**config.mk**
```make
export PLATFORM = sky130hd
export DESIGN_NAME = mandelbrot_escape_time_pixel_top
export DESIGN_NICKNAME = d
export VERILOG_FILES = /design/src/hdl/metp_pkg.sv /design/src/hdl/mandelbrot_escape_time_pixel_top.sv /design/src/hdl/metp_mul.sv /design/src/hdl/metp_palette.sv /design/src/hdl/metp_seq.sv
export SDC_FILE = /design/constraint.sdc
export NUM_CORES = 2
export LEC_CHECK = 0
export ABC_CLOCK_PERIOD_IN_PS = 13500
export BUFFER_PORTS_ARGS = -buffer_cell sky130_fd_sc_hd__buf_2
export CAP_MARGIN = 20
export CORE_MARGIN = 2
export CORE_UTILIZATION = 24
export DETAILED_ROUTE_END_ITERATION = 12
export HOLD_SLACK_MARGIN = 0.05
export MAX_ROUTING_LAYER = met4
export PLACE_DENSITY = 0.47
export SYNTH_ARGS = -nofsm -noshare
export SYNTH_HDL_FRONTEND = slang
export SYNTH_SLANG_ARGS = --single-unit
```
**constraint.sdc**
```tcl
create_clock -name clk -period 13.5 [get_ports clk]
set_clock_uncertainty 0.2 [all_clocks]
set_input_delay 2.025 -clock clk [delete_from_list [all_inputs] [get_ports clk]]
set_output_delay 2.025 -clock clk [all_outputs]
set_load 0.05 [all_outputs]
```
**src/hdl/metp_pkg.sv**
```systemverilog
// ----------------------------------------------------------------------------
// metp_pkg: shared types and constants for the escape-time pixel evaluator
// Fixed-point formats, register indexes, reset values, payload structs and
// the coordinate saturation helper.
// ----------------------------------------------------------------------------
`timescale 1ns / 1ps
`default_nettype none

package metp_pkg;

  // Q6.26 coordinates, 12-bit pixel indexes
  localparam int COORD_BITS    = 32;
  localparam int FRAC_BITS     = 26;
  localparam int PIXEL_BITS    = 12;
  localparam int PROD_BITS     = 2 * COORD_BITS;
  localparam int WIDE_BITS     = PROD_BITS + 2;
  localparam int ITER_BITS     = 16;
  localparam int SIZE_BITS     = 13;
  localparam int STEP_BITS     = 31;
  localparam int CFG_DATA_BITS = 32;
  localparam int CFG_IDX_BITS  = 3;
  localparam int COLOR_BITS    = 8;
  localparam int PAL_LEN       = 256 * 6;
  localparam int PAL_BITS      = $clog2(PAL_LEN);

  typedef logic signed [COORD_BITS-1:0] coord_t;
  typedef logic signed [PROD_BITS-1:0]  prod_t;
  typedef logic signed [WIDE_BITS-1:0]  wide_t;

  // register indexes
  localparam logic [CFG_IDX_BITS-1:0] CFG_STEP_SIZE      = CFG_IDX_BITS'(0);
  localparam logic [CFG_IDX_BITS-1:0] CFG_OFFSET_REAL    = CFG_IDX_BITS'(1);
  localparam logic [CFG_IDX_BITS-1:0] CFG_OFFSET_IMAG    = CFG_IDX_BITS'(2);
  localparam logic [CFG_IDX_BITS-1:0] CFG_MAX_ITERATIONS = CFG_IDX_BITS'(3);
  localparam logic [CFG_IDX_BITS-1:0] CFG_FRAME_WIDTH    = CFG_IDX_BITS'(4);
  localparam logic [CFG_IDX_BITS-1:0] CFG_FRAME_HEIGHT   = CFG_IDX_BITS'(5);

  // reset values
  localparam logic [STEP_BITS-1:0] STEP_RESET   = STEP_BITS'(67109);
  localparam coord_t               OFFSET_RESET = coord_t'(0);
  localparam logic [ITER_BITS-1:0] ITER_RESET   = ITER_BITS'(1536);
  localparam logic [SIZE_BITS-1:0] WIDTH_RESET  = SIZE_BITS'(1600);
  localparam logic [SIZE_BITS-1:0] HEIGHT_RESET = SIZE_BITS'(900);

  typedef struct packed {
    logic [STEP_BITS-1:0] step_size;
    coord_t               offset_real;
    coord_t               offset_imag;
    logic [ITER_BITS-1:0] max_iterations;
    logic [SIZE_BITS-1:0] frame_width;
    logic [SIZE_BITS-1:0] frame_height;
  } cfg_t;

  typedef struct packed {
    logic [PIXEL_BITS-1:0] pixel_x;
    logic [PIXEL_BITS-1:0] pixel_y;
  } in_t;

  typedef struct packed {
    logic                  inside_res;
    logic [ITER_BITS-1:0]  escape_index;
    logic [COLOR_BITS-1:0] blue;
    logic [COLOR_BITS-1:0] green;
    logic [COLOR_BITS-1:0] red;
  } out_t;

  // sequencer result: escape step plus its position on the color ramp
  typedef struct packed {
    logic                 in_set;
    logic [ITER_BITS-1:0] escape_index;
    logic [PAL_BITS-1:0]  pal_idx;
  } res_t;

  localparam wide_t COORD_MAX_W = wide_t'({1'b0, {(COORD_BITS-1){1'b1}}});
  localparam wide_t COORD_MIN_W = -COORD_MAX_W - wide_t'(1);

  function automatic coord_t sat_coord(input wide_t v);
    coord_t r;
    if (v > COORD_MAX_W) begin
      r = COORD_MAX_W[COORD_BITS-1:0];
    end else if (v < COORD_MIN_W) begin
      r = COORD_MIN_W[COORD_BITS-1:0];
    end else begin
      r = v[COORD_BITS-1:0];
    end
    return r;
  endfunction

endpackage

`default_nettype wire

```
**src/hdl/mandelbrot_escape_time_pixel_top.sv**
```systemverilog
// ----------------------------------------------------------------------------
// mandelbrot_escape_time_pixel_top: escape-time pixel evaluator with palette
// One pixel in, one colored result out. The pixel is mapped to
// c = step_size * (pixel - size/2) + offset in saturating Q6.26, points in
// the main cardioid are reported inside at once, and otherwise z = z*z - c_re
// + i*c_im is iterated from zero until |z|^2 > 4 or max_iterations steps have
// run. The escape step picks a color on a six-segment ramp; inside is black.
// Everything runs through one 32x32 signed multiplier, one product per cycle;
// an iteration needs three products (re^2, im^2, re*im). The default
// iteration limit is 1536. in_stall is high for the whole computation. The
// finished result sits in an output register, so the next pixel is accepted
// while it waits; the sequencer only holds if a second result is ready
// before the first has been taken. Configuration is a plain write port
// (cfg_we, cfg_index, cfg_data), to be written only while no pixel is in
// flight; writes to unused indexes are dropped.
// ----------------------------------------------------------------------------
`timescale 1ns / 1ps
`default_nettype none

module mandelbrot_escape_time_pixel_top (
  input  logic                                  clk,
  input  logic                                  rst_n,
  input  logic                                  in_valid,
  output logic                                  in_stall,
  input  metp_pkg::in_t                         in_data,
  output logic                                  out_valid,
  input  logic                                  out_stall,
  output metp_pkg::out_t                        out_data,
  input  logic                                  cfg_we,
  input  logic [metp_pkg::CFG_IDX_BITS-1:0]     cfg_index,
  input  logic [metp_pkg::CFG_DATA_BITS-1:0]    cfg_data
);
  import metp_pkg::*;

  cfg_t   cfg_r;
  logic   busy;
  logic   start;
  logic   res_valid;
  logic   res_take;
  res_t   res;
  out_t   pix;
  coord_t mul_a;
  coord_t mul_b;
  prod_t  mul_prod;
  logic   out_valid_r, out_valid_nxt;
  out_t   out_data_r;

  // configuration registers; the user writes them only while idle, not enforced here
  always_ff @(posedge clk) begin
    if (!rst_n) begin
      cfg_r.step_size      <= STEP_RESET;
      cfg_r.offset_real    <= OFFSET_RESET;
      cfg_r.offset_imag    <= OFFSET_RESET;
      cfg_r.max_iterations <= ITER_RESET;
      cfg_r.frame_width    <= WIDTH_RESET;
      cfg_r.frame_height   <= HEIGHT_RESET;
    end else if (cfg_we) begin
      case (cfg_index)
        CFG_STEP_SIZE:      cfg_r.step_size      <= cfg_data[STEP_BITS-1:0];
        CFG_OFFSET_REAL:    cfg_r.offset_real    <= $signed(cfg_data[COORD_BITS-1:0]);
        CFG_OFFSET_IMAG:    cfg_r.offset_imag    <= $signed(cfg_data[COORD_BITS-1:0]);
        CFG_MAX_ITERATIONS: cfg_r.max_iterations <= cfg_data[ITER_BITS-1:0];
        CFG_FRAME_WIDTH:    cfg_r.frame_width    <= cfg_data[SIZE_BITS-1:0];
        CFG_FRAME_HEIGHT:   cfg_r.frame_height   <= cfg_data[SIZE_BITS-1:0];
        default: begin
        end
      endcase
    end
  end

  // input transfer only when the sequencer sits idle
  assign in_stall = busy;
  assign start    = in_valid && !busy;

  metp_seq u_seq (
    .clk       (clk),
    .rst_n     (rst_n),
    .start     (start),
    .in_data   (in_data),
    .cfg       (cfg_r),
    .busy      (busy),
    .res_valid (res_valid),
    .res       (res),
    .res_take  (res_take),
    .mul_a     (mul_a),
    .mul_b     (mul_b),
    .mul_prod  (mul_prod)
  );

  metp_mul u_mul (
    .clk  (clk),
    .op_a (mul_a),
    .op_b (mul_b),
    .prod (mul_prod)
  );

  metp_palette u_palette (
    .res (res),
    .pix (pix)
  );

  // output register: load when empty or being drained this cycle
  assign res_take = res_valid && (!out_valid_r || !out_stall);

  always_comb begin
    out_valid_nxt = out_valid_r;
    if (res_take) begin
      out_valid_nxt = 1'b1;
    end else if (!out_stall) begin
      out_valid_nxt = 1'b0;
    end
  end

  always_ff @(posedge clk) begin
    if (!rst_n) begin
      out_valid_r <= 1'b0;
    end else begin
      out_valid_r <= out_valid_nxt;
    end
    if (res_take) begin
      out_data_r <= pix;
    end
  end

  assign out_valid = out_valid_r;
  assign out_data  = out_data_r;

  // accepted pixel keeps the sequencer busy on the next cycle
  a_busy_after_accept: assert property (@(posedge clk) disable iff (!rst_n)
    (in_valid && !in_stall) |=> in_stall)
    else $error("input accepted but sequencer not busy");

  // a held result is never overwritten
  a_no_overwrite: assert property (@(posedge clk) disable iff (!rst_n)
    (out_valid_r && out_stall) |-> !res_take)
    else $error("result register loaded while stalled");

  // inside points come out black with index zero
  a_inside_black: assert property (@(posedge clk) disable iff (!rst_n)
    (out_valid_r && out_data_r.inside_res) |->
      (out_data_r.escape_index == '0 && out_data_r.blue == '0 &&
       out_data_r.green == '0 && out_data_r.red == '0))
    else $error("inside result with nonzero index or color");

  // an escape index stays below the iteration limit
  a_index_bound: assert property (@(posedge clk) disable iff (!rst_n)
    (out_valid_r && !out_data_r.inside_res) |->
      (out_data_r.escape_index < cfg_r.max_iterations))
    else $error("escape index at or above the iteration limit");

endmodule

`default_nettype wire

```
**src/hdl/metp_mul.sv**
```systemverilog
// ----------------------------------------------------------------------------
// metp_mul: shared signed multiplier
// One signed COORD_BITS x COORD_BITS product per cycle, registered.
// ----------------------------------------------------------------------------
`timescale 1ns / 1ps
`default_nettype none

module metp_mul (
  input  logic            clk,
  input  metp_pkg::coord_t op_a,
  input  metp_pkg::coord_t op_b,
  output metp_pkg::prod_t  prod
);
  import metp_pkg::*;

  prod_t prod_r;

  always_ff @(posedge clk) begin
    prod_r <= prod_t'(op_a) * prod_t'(op_b);
  end

  assign prod = prod_r;

endmodule

`default_nettype wire

```
**src/hdl/metp_palette.sv**
```systemverilog
// ----------------------------------------------------------------------------
// metp_palette: six-segment color ramp
// Maps the ramp position to blue, green and red; inside points are black.
// ----------------------------------------------------------------------------
`timescale 1ns / 1ps
`default_nettype none

module metp_palette (
  input  metp_pkg::res_t res,
  output metp_pkg::out_t pix
);
  import metp_pkg::*;

  localparam int SEG_BITS = PAL_BITS - COLOR_BITS;

  localparam logic [SEG_BITS-1:0] SEG_GREEN_UP   = SEG_BITS'(1);
  localparam logic [SEG_BITS-1:0] SEG_BLUE_DOWN  = SEG_BITS'(2);
  localparam logic [SEG_BITS-1:0] SEG_RED_UP     = SEG_BITS'(3);
  localparam logic [SEG_BITS-1:0] SEG_GREEN_DOWN = SEG_BITS'(4);
  localparam logic [SEG_BITS-1:0] SEG_RED_DOWN   = SEG_BITS'(5);

  localparam logic [COLOR_BITS-1:0] FULL = '1;

  logic [SEG_BITS-1:0]   seg;
  logic [COLOR_BITS-1:0] ramp;
  logic [COLOR_BITS-1:0] b;
  logic [COLOR_BITS-1:0] g;
  logic [COLOR_BITS-1:0] r;

  assign seg  = res.pal_idx[PAL_BITS-1:COLOR_BITS];
  assign ramp = res.pal_idx[COLOR_BITS-1:0];

  always_comb begin
    b = '0;
    g = '0;
    r = '0;
    case (seg)
      SEG_GREEN_UP: begin
        g = ramp;
        b = FULL;
      end
      SEG_BLUE_DOWN: begin
        g = FULL;
        b = FULL - ramp;
      end
      SEG_RED_UP: begin
        r = ramp;
        g = FULL;
      end
      SEG_GREEN_DOWN: begin
        r = FULL;
        g = FULL - ramp;
      end
      SEG_RED_DOWN: begin
        r = FULL - ramp;
      end
      default: begin
        b = ramp;
      end
    endcase
    if (res.in_set) begin
      b = '0;
      g = '0;
      r = '0;
    end
  end

  assign pix.inside_res   = res.in_set;
  assign pix.escape_index = res.escape_index;
  assign pix.blue         = b;
  assign pix.green        = g;
  assign pix.red          = r;

endmodule

`default_nettype wire

```
**src/hdl/metp_seq.sv**
```systemverilog
// ----------------------------------------------------------------------------
// metp_seq: pixel sequencer and datapath
// Maps the pixel to c, runs the cardioid test and the escape iteration,
// driving the shared multiplier one product per cycle.
// ----------------------------------------------------------------------------
`timescale 1ns / 1ps
`default_nettype none

module metp_seq (
  input  logic             clk,
  input  logic             rst_n,
  input  logic             start,
  input  metp_pkg::in_t    in_data,
  input  metp_pkg::cfg_t   cfg,
  output logic             busy,
  output logic             res_valid,
  output metp_pkg::res_t   res,
  input  logic             res_take,
  output metp_pkg::coord_t mul_a,
  output metp_pkg::coord_t mul_b,
  input  metp_pkg::prod_t  mul_prod
);
  import metp_pkg::*;

  typedef enum logic [3:0] {
    S_IDLE,
    S_MAPX,
    S_MAPY,
    S_MAPI,
    S_CARD0,
    S_CARD1,
    S_CARD2,
    S_CARD3,
    S_CARD4,
    S_CARD5,
    S_INIT,
    S_MRR,
    S_MII,
    S_MRI,
    S_DONE
  } state_t;

  typedef logic signed [COORD_BITS+1:0] ext_t;
  typedef logic signed [PROD_BITS:0]    diff_t;

  localparam ext_t CARD_LIM = ext_t'(1) <<< (FRAC_BITS + 1);
  localparam ext_t QUARTER  = ext_t'(1) <<< (FRAC_BITS - 2);
  localparam logic [PROD_BITS:0] LIMIT4 = (PROD_BITS+1)'(4) << (2 * FRAC_BITS);

  state_t                state_r, state_nxt;
  logic [PIXEL_BITS-1:0] px_r, px_nxt;
  logic [PIXEL_BITS-1:0] py_r, py_nxt;
  coord_t                c_re_r, c_re_nxt;
  coord_t                c_im_r, c_im_nxt;
  coord_t                re_r, re_nxt;
  coord_t                im_r, im_nxt;
  coord_t                a_r, a_nxt;
  coord_t                q_r, q_nxt;
  coord_t                qa_r, qa_nxt;
  prod_t                 rr_r, rr_nxt;
  prod_t                 yy_r, yy_nxt;
  logic [ITER_BITS-1:0]  iter_r, iter_nxt;
  logic [PAL_BITS-1:0]   pal_r, pal_nxt;
  logic                  inside_r, inside_nxt;
  logic [ITER_BITS-1:0]  idx_r, idx_nxt;
  logic [PAL_BITS-1:0]   rpal_r, rpal_nxt;

  logic signed [SIZE_BITS-1:0] dx, dy;
  coord_t                step_c;
  coord_t                off_sel;
  wide_t                 map_w;
  ext_t                  card_a_w, card_y_w;
  logic                  card_out;
  logic [PROD_BITS:0]    q_sum;
  logic                  card_in;
  diff_t                 s_w;
  coord_t                nre, nim, re_init;
  logic [PROD_BITS:0]    mag;
  logic                  escaped;
  logic                  last_iter;
  logic                  no_iter;

  // pixel offsets from the frame center
  assign dx = $signed({1'b0, px_r}) - $signed({1'b0, cfg.frame_width[SIZE_BITS-1:1]});
  assign dy = $signed({1'b0, py_r}) - $signed({1'b0, cfg.frame_height[SIZE_BITS-1:1]});
  assign step_c  = $signed({1'b0, cfg.step_size});
  assign off_sel = (state_r == S_MAPY) ? cfg.offset_real : cfg.offset_imag;
  assign map_w   = wide_t'(mul_prod) + wide_t'(off_sel);

  // cardioid test runs on (-c_re, c_im)
  assign card_a_w = -ext_t'(c_re_r) - QUARTER;
  assign card_y_w = ext_t'(c_im_r);
  assign card_out = (card_a_w > CARD_LIM) || (card_a_w < -CARD_LIM) ||
                    (card_y_w > CARD_LIM) || (card_y_w < -CARD_LIM);
  assign q_sum    = {1'b0, mul_prod} + {1'b0, yy_r};
  assign card_in  = (wide_t'(mul_prod) <<< 2) <= wide_t'(yy_r);

  // z update: rr_r holds re^2, mul_prod holds im^2 (S_MRI) or re*im (S_MRR)
  assign s_w     = diff_t'(rr_r) - diff_t'(mul_prod);
  assign nre     = sat_coord(wide_t'(s_w >>> FRAC_BITS) - wide_t'(c_re_r));
  assign nim     = sat_coord(wide_t'(mul_prod >>> (FRAC_BITS - 1)) + wide_t'(c_im_r));
  assign re_init = sat_coord(-wide_t'(c_re_r));
  assign mag     = {1'b0, rr_r} + {1'b0, mul_prod};
  assign escaped = mag > LIMIT4;

  assign last_iter = iter_r == (cfg.max_iterations - ITER_BITS'(1));
  assign no_iter   = cfg.max_iterations == '0;

  always_comb begin
    state_nxt  = state_r;
    px_nxt     = px_r;
    py_nxt     = py_r;
    c_re_nxt   = c_re_r;
    c_im_nxt   = c_im_r;
    re_nxt     = re_r;
    im_nxt     = im_r;
    a_nxt      = a_r;
    q_nxt      = q_r;
    qa_nxt     = qa_r;
    rr_nxt     = rr_r;
    yy_nxt     = yy_r;
    iter_nxt   = iter_r;
    pal_nxt    = pal_r;
    inside_nxt = inside_r;
    idx_nxt    = idx_r;
    rpal_nxt   = rpal_r;
    mul_a      = '0;
    mul_b      = '0;
    case (state_r)
      S_IDLE: begin
        if (start) begin
          px_nxt    = in_data.pixel_x;
          py_nxt    = in_data.pixel_y;
          state_nxt = S_MAPX;
        end
      end
      S_MAPX: begin
        mul_a     = step_c;
        mul_b     = coord_t'(dx);
        state_nxt = S_MAPY;
      end
      S_MAPY: begin
        c_re_nxt  = sat_coord(map_w);
        mul_a     = step_c;
        mul_b     = coord_t'(dy);
        state_nxt = S_MAPI;
      end
      S_MAPI: begin
        c_im_nxt  = sat_coord(map_w);
        state_nxt = S_CARD0;
      end
      S_CARD0: begin
        a_nxt = card_a_w[COORD_BITS-1:0];
        if (!card_out) begin
          mul_a     = c_im_r;
          mul_b     = c_im_r;
          state_nxt = S_CARD1;
        end else if (no_iter) begin
          inside_nxt = 1'b1;
          idx_nxt    = '0;
          rpal_nxt   = '0;
          state_nxt  = S_DONE;
        end else begin
          state_nxt = S_INIT;
        end
      end
      S_CARD1: begin
        yy_nxt    = mul_prod;
        mul_a     = a_r;
        mul_b     = a_r;
        state_nxt = S_CARD2;
      end
      S_CARD2: begin
        q_nxt     = coord_t'(q_sum >> FRAC_BITS);
        state_nxt = S_CARD3;
      end
      S_CARD3: begin
        qa_nxt    = q_r + a_r;
        state_nxt = S_CARD4;
      end
      S_CARD4: begin
        mul_a     = q_r;
        mul_b     = qa_r;
        state_nxt = S_CARD5;
      end
      S_CARD5: begin
        if (card_in || no_iter) begin
          inside_nxt = 1'b1;
          idx_nxt    = '0;
          rpal_nxt   = '0;
          state_nxt  = S_DONE;
        end else begin
          state_nxt = S_INIT;
        end
      end
      S_INIT: begin
        // multiplier fed zero so the first im update sees re*im = 0
        re_nxt    = re_init;
        iter_nxt  = '0;
        pal_nxt   = '0;
        state_nxt = S_MRR;
      end
      S_MRR: begin
        im_nxt    = nim;
        mul_a     = re_r;
        mul_b     = re_r;
        state_nxt = S_MII;
      end
      S_MII: begin
        rr_nxt    = mul_prod;
        mul_a     = im_r;
        mul_b     = im_r;
        state_nxt = S_MRI;
      end
      S_MRI: begin
        mul_a  = re_r;
        mul_b  = im_r;
        re_nxt = nre;
        if (escaped) begin
          inside_nxt = 1'b0;
          idx_nxt    = iter_r;
          rpal_nxt   = pal_r;
          state_nxt  = S_DONE;
        end else if (last_iter) begin
          inside_nxt = 1'b1;
          idx_nxt    = '0;
          rpal_nxt   = '0;
          state_nxt  = S_DONE;
        end else begin
          iter_nxt  = iter_r + ITER_BITS'(1);
          pal_nxt   = (pal_r == PAL_BITS'(PAL_LEN - 1)) ? '0 : pal_r + PAL_BITS'(1);
          state_nxt = S_MRR;
        end
      end
      S_DONE: begin
        if (res_take) begin
          state_nxt = S_IDLE;
        end
      end
      default: begin
        state_nxt = S_IDLE;
      end
    endcase
  end

  always_ff @(posedge clk) begin
    if (!rst_n) begin
      state_r <= S_IDLE;
    end else begin
      state_r <= state_nxt;
    end
    px_r     <= px_nxt;
    py_r     <= py_nxt;
    c_re_r   <= c_re_nxt;
    c_im_r   <= c_im_nxt;
    re_r     <= re_nxt;
    im_r     <= im_nxt;
    a_r      <= a_nxt;
    q_r      <= q_nxt;
    qa_r     <= qa_nxt;
    rr_r     <= rr_nxt;
    yy_r     <= yy_nxt;
    iter_r   <= iter_nxt;
    pal_r    <= pal_nxt;
    inside_r <= inside_nxt;
    idx_r    <= idx_nxt;
    rpal_r   <= rpal_nxt;
  end

  assign busy             = state_r != S_IDLE;
  assign res_valid        = state_r == S_DONE;
  assign res.in_set       = inside_r;
  assign res.escape_index = idx_r;
  assign res.pal_idx      = rpal_r;

endmodule

`default_nettype wire

```
==> results.md <==
Place:
- Port buffering added 106 buffers.
- The worst setup timing slack at the placement stage is -0.0349 ns.
- Summed over all nets, the half-perimeter wirelength after detailed placement is 261 mm.
- The placement-stage cell area is 92100 µm².
- The final weighted congestion in routability-driven placement is 0.944.
- The number of instances in the placed design is 14246.

Route:
- After detailed routing, the number of remaining DRC violations is 0.
- Summing over every cut layer, the via total after detailed routing is 68536.
- Summed over all layers, the routed wires come to 317 mm.
- Dividing the detail-routed via count by the number of cells gives 4.75.
- Once detail routing completed, the nets flagged for antenna violations numbered 0.
- The number of detailed-routing iterations run before antenna repair is 7.
- The DRC violation total after the first TritonRoute iteration is 6395.
- After detailed routing, the average wire length per cell comes to 22.0 µm.

Clock tree:
- The clock tree synthesis step divided the H-tree into 3 levels.
- For this design, the CTS-stage hold fixing added 0 buffers.
- Clock latency on the worst-skew pair, taken at its later pin, is 0.75 ns.
- The clock tree from TritonCTS is yes.
- The number of buffers added by the clock tree synthesis step is 88.
- The clock root buffer is sky130_fd_sc_hd__clkbuf_16.
- The worst-case clock buffer depth is 3.
- Clock-pin slew was measured on the worst setup and hold paths at 0.06 ns.
- CTS saw 676 sinks.

Timing:
- Headroom to the max-slew limit came out at 0.214.
- The transition time at the pin with the least slew margin is 1.17 ns.
- The final period demand of the worst path is 12.95 ns.
- In the post-route analysis, the smallest setup slack over all paths is 0.550 ns.
- Setup repair after global routing left no endpoint under its margin.
- In the finished design, the share of the clock period the worst path needs comes to 0.959.
- The timing-limited maximum frequency is 0.0772 GHz.
- Hold timing on the final database bottoms out at a slack of 0.215 ns.
- The count of endpoints failing hold in the final timing report came to 0.
- Setup violations remaining at the end of the flow were counted as 0.
- The final-report max-slew violation count is 0.

Critical path:
- The largest driver fanout on the critical path is 32.
- The setup path with the least slack is of type register to register.
- The kind of end point of the critical path is a register.
- The number of buffer and inverter instances along the worst setup path is 10.
- The worst setup path is launched from a register.
- The largest individual stage delay along the critical path comes from the cell sky130_fd_sc_hd__fa_1.
- The most prevalent standard cell on the critical path is sky130_fd_sc_hd__fa_1.
- The worst register-to-register path has a setup slack of 0.55 ns.
- Data arrives at the worst endpoint at 13.33 ns.
- The worst path required time is 13.88 ns.
- The largest single stage delay on the critical path is 0.58 ns.
- The largest delay contributor family on the critical path is adder cells.

Synth:
- Of the total synthesized cell area, the portion taken by AND, OR, NAND and NOR gates is 0.153.
- The most frequently used cell type in the post-synthesis netlist is sky130_fd_sc_hd__inv_1.
- The area fraction of the dominant cell type after synthesis is 0.256.
- The post-synthesis compound-gate area fraction is 0.146.
- The synthesized netlist net count is 11351.
- The count of cell types in the netlist is 103.
- For this run, the register share of the synthesized area comes to 0.215.
- The mux contribution to synthesized area is 0.00615.
- The post-synthesis async set-or-reset flop share is 0.
- The mean cell area of the mapped netlist is 8.90 µm².
- Of the total synthesized cell area, the portion taken by XOR and XNOR cells is 0.0388.
- Yosys attributes the largest share of cell area to sky130_fd_sc_hd__fa_1 26%, sky130_fd_sc_hd__edfxtp_1 17%, sky130_fd_sc_hd__ha_1 9.4%.
- The most instantiated flip-flop cell in the synthesis netlist is sky130_fd_sc_hd__edfxtp_1.
- The number of synthesized flops with an enable pin is 472.
- Of the total synthesized cell area, the portion taken by full adders, half adders and majority gates is 0.350.
- Summed over all instances, the cell type with the most area after synthesis is sky130_fd_sc_hd__fa_1.
- By count the netlist is led by 1584 x sky130_fd_sc_hd__inv_1, 1111 x sky130_fd_sc_hd__nand2_1, 1089 x sky130_fd_sc_hd__fa_1.
- The mapped netlist covers 85100 µm².
- The synthesized design contains 676 register bits.
- The gate count of the mapped netlist is 9562.
- The synthesis warning total is 0.
- The combinational family with the most area after synthesis is adder cells.

Die:
- The number of placed I/O pins is 107.
- The number of placement rows is 218.
- The overall die height is 599 µm.
- The floorplan step defined a die boundary enclosing 359000 µm².
- The floorplan core area is 353000 µm².
- For this configuration, the core starts out at a cell density of 0.241.
- Measured along the x axis, the die boundary spans 599 µm.

Pwr:
- In this run the static leakage power is 42.5 nW.
- The worst voltage drop across the vdd grid is 0.0854 mV.
- The areal power density over the cells is 124 nW/µm².
- The overall power after layout is 0.0118 W.

Layout:
- Counting the fill cells in the layout gives 37820.
- The sequential cell area in the final layout is 18300 µm².
- The multi-input combinational cells in the finished layout cover a total of 59400 µm².
- The fraction of layout instances using a drive strength above 1 is 0.0714.
- The total non-filler cell area in the finished layout is 95300 µm².
- The net count reported at finish is 11407.
- The area growth from synthesis to final layout is 12.1%.
- The count of placed standard cells in the final layout, fillers left out is 14425.

Global route:
- The largest net degree at the start of global routing is 88.
- The global-route wire length before repair is 472 mm.
- The number of antenna violations at the first check in global routing was 24.
- The number of global-route vias before repair is 68537.
- Across every metal layer, demand over resource in global routing totals 0.181.
- Global routing finished with a remaining overflow of 0.

Run:
- Max-cap violations in this run came to 0.

Run status:
- The flow ran to the end, and the final reports show no timing, DRC or antenna violations.

Hold path:
- The worst min-delay path class is register to register.
## cell usage in the layout, fill, tap and decap left out, types with 161 or more instances in the layout
| master | count |
|---|---|
| sky130_fd_sc_hd__a21o_1 | 229 |
| sky130_fd_sc_hd__a21oi_1 | 501 |
| sky130_fd_sc_hd__buf_4 | 267 |
| sky130_fd_sc_hd__dfxtp_1 | 204 |
| sky130_fd_sc_hd__edfxtp_1 | 472 |
| sky130_fd_sc_hd__fa_1 | 1089 |
| sky130_fd_sc_hd__ha_1 | 636 |
| sky130_fd_sc_hd__inv_1 | 1584 |
| sky130_fd_sc_hd__nand2_1 | 1111 |
| sky130_fd_sc_hd__nand3_1 | 161 |
| sky130_fd_sc_hd__nor2_1 | 844 |
| sky130_fd_sc_hd__o21ai_0 | 246 |
| sky130_fd_sc_hd__xnor2_1 | 282 |
## per-layer routing
layer / vias up / track usage / share of wire
met5: - / - / 0
met4: 0 / 0.0464 / 0.029
li1: 31729 / - / -
met1: 34522 / 0.252 / 0.46
met2: 1972 / 0.283 / 0.46
met3: 313 / 0.0153 / 0.053
## cell families after synthesis
family / after synthesis
and+or+nand+nor: 2882
buffers and inverters: 2008
AOI/OAI and AO/OA: 1846
adders and majority gates: 1725
DFF: 676
xor gates and xnor gates: 377
muxes: 48
## power by group
group | total [W] | leakage [nW] | internal (W) | switching, W
registers | 0.00253 | 5.79 | 0.00242 | 0.000110
logic | 0.00682 | 35.2 | 0.00236 | 0.00447
clock network | 0.00246 | 1.45 | 0.00141 | 0.00105
## metrics by stage
step	TNS, ns	util
detailed placement	-0.0471	0.261
global route	0	0.270
finish	0	0.270
floorplan	0	-
global placement	0	0.261
CTS	0	0.270
## flip-flops by register name (all words and copies together) (netlist names), 41 cells and up
name	flops
u_mul.prod	64
cfg_r	135
u_seq.yy_r	64
out_data	41
u_seq.rr_r	64
## final cells by class
cell class,instances,share of cell area
antenna,4,0.000105
clock buffer,106,0.0244
clock inverter,57,0.00723
inverter,1587,0.0625
multi-input combinational,6878,0.623
sequential,676,0.191
tap,4730,0.0621
timing repair buffer,387,0.0295
## what timing repair did
action,CTS,global route
cloned,0,0
resized for setup,1,24
setup buffers,4,5
pin swaps,0,2
endpoints found under the setup margin,8,17
## path summary, 6_finish.rpt
path                                 startpoint              to  cells past startpoint
worst max-delay path            u_seq.c_re_r[0]  u_mul.prod[61]                     42
worst min-delay path             u_seq.idx_r[2]    out_data[26]                      0
worst max register to register  u_seq.c_re_r[0]  u_mul.prod[61]                     42
worst min register to register   u_seq.idx_r[2]    out_data[26]                      0
No activity file was read; power rests on OpenSTA's default activity.
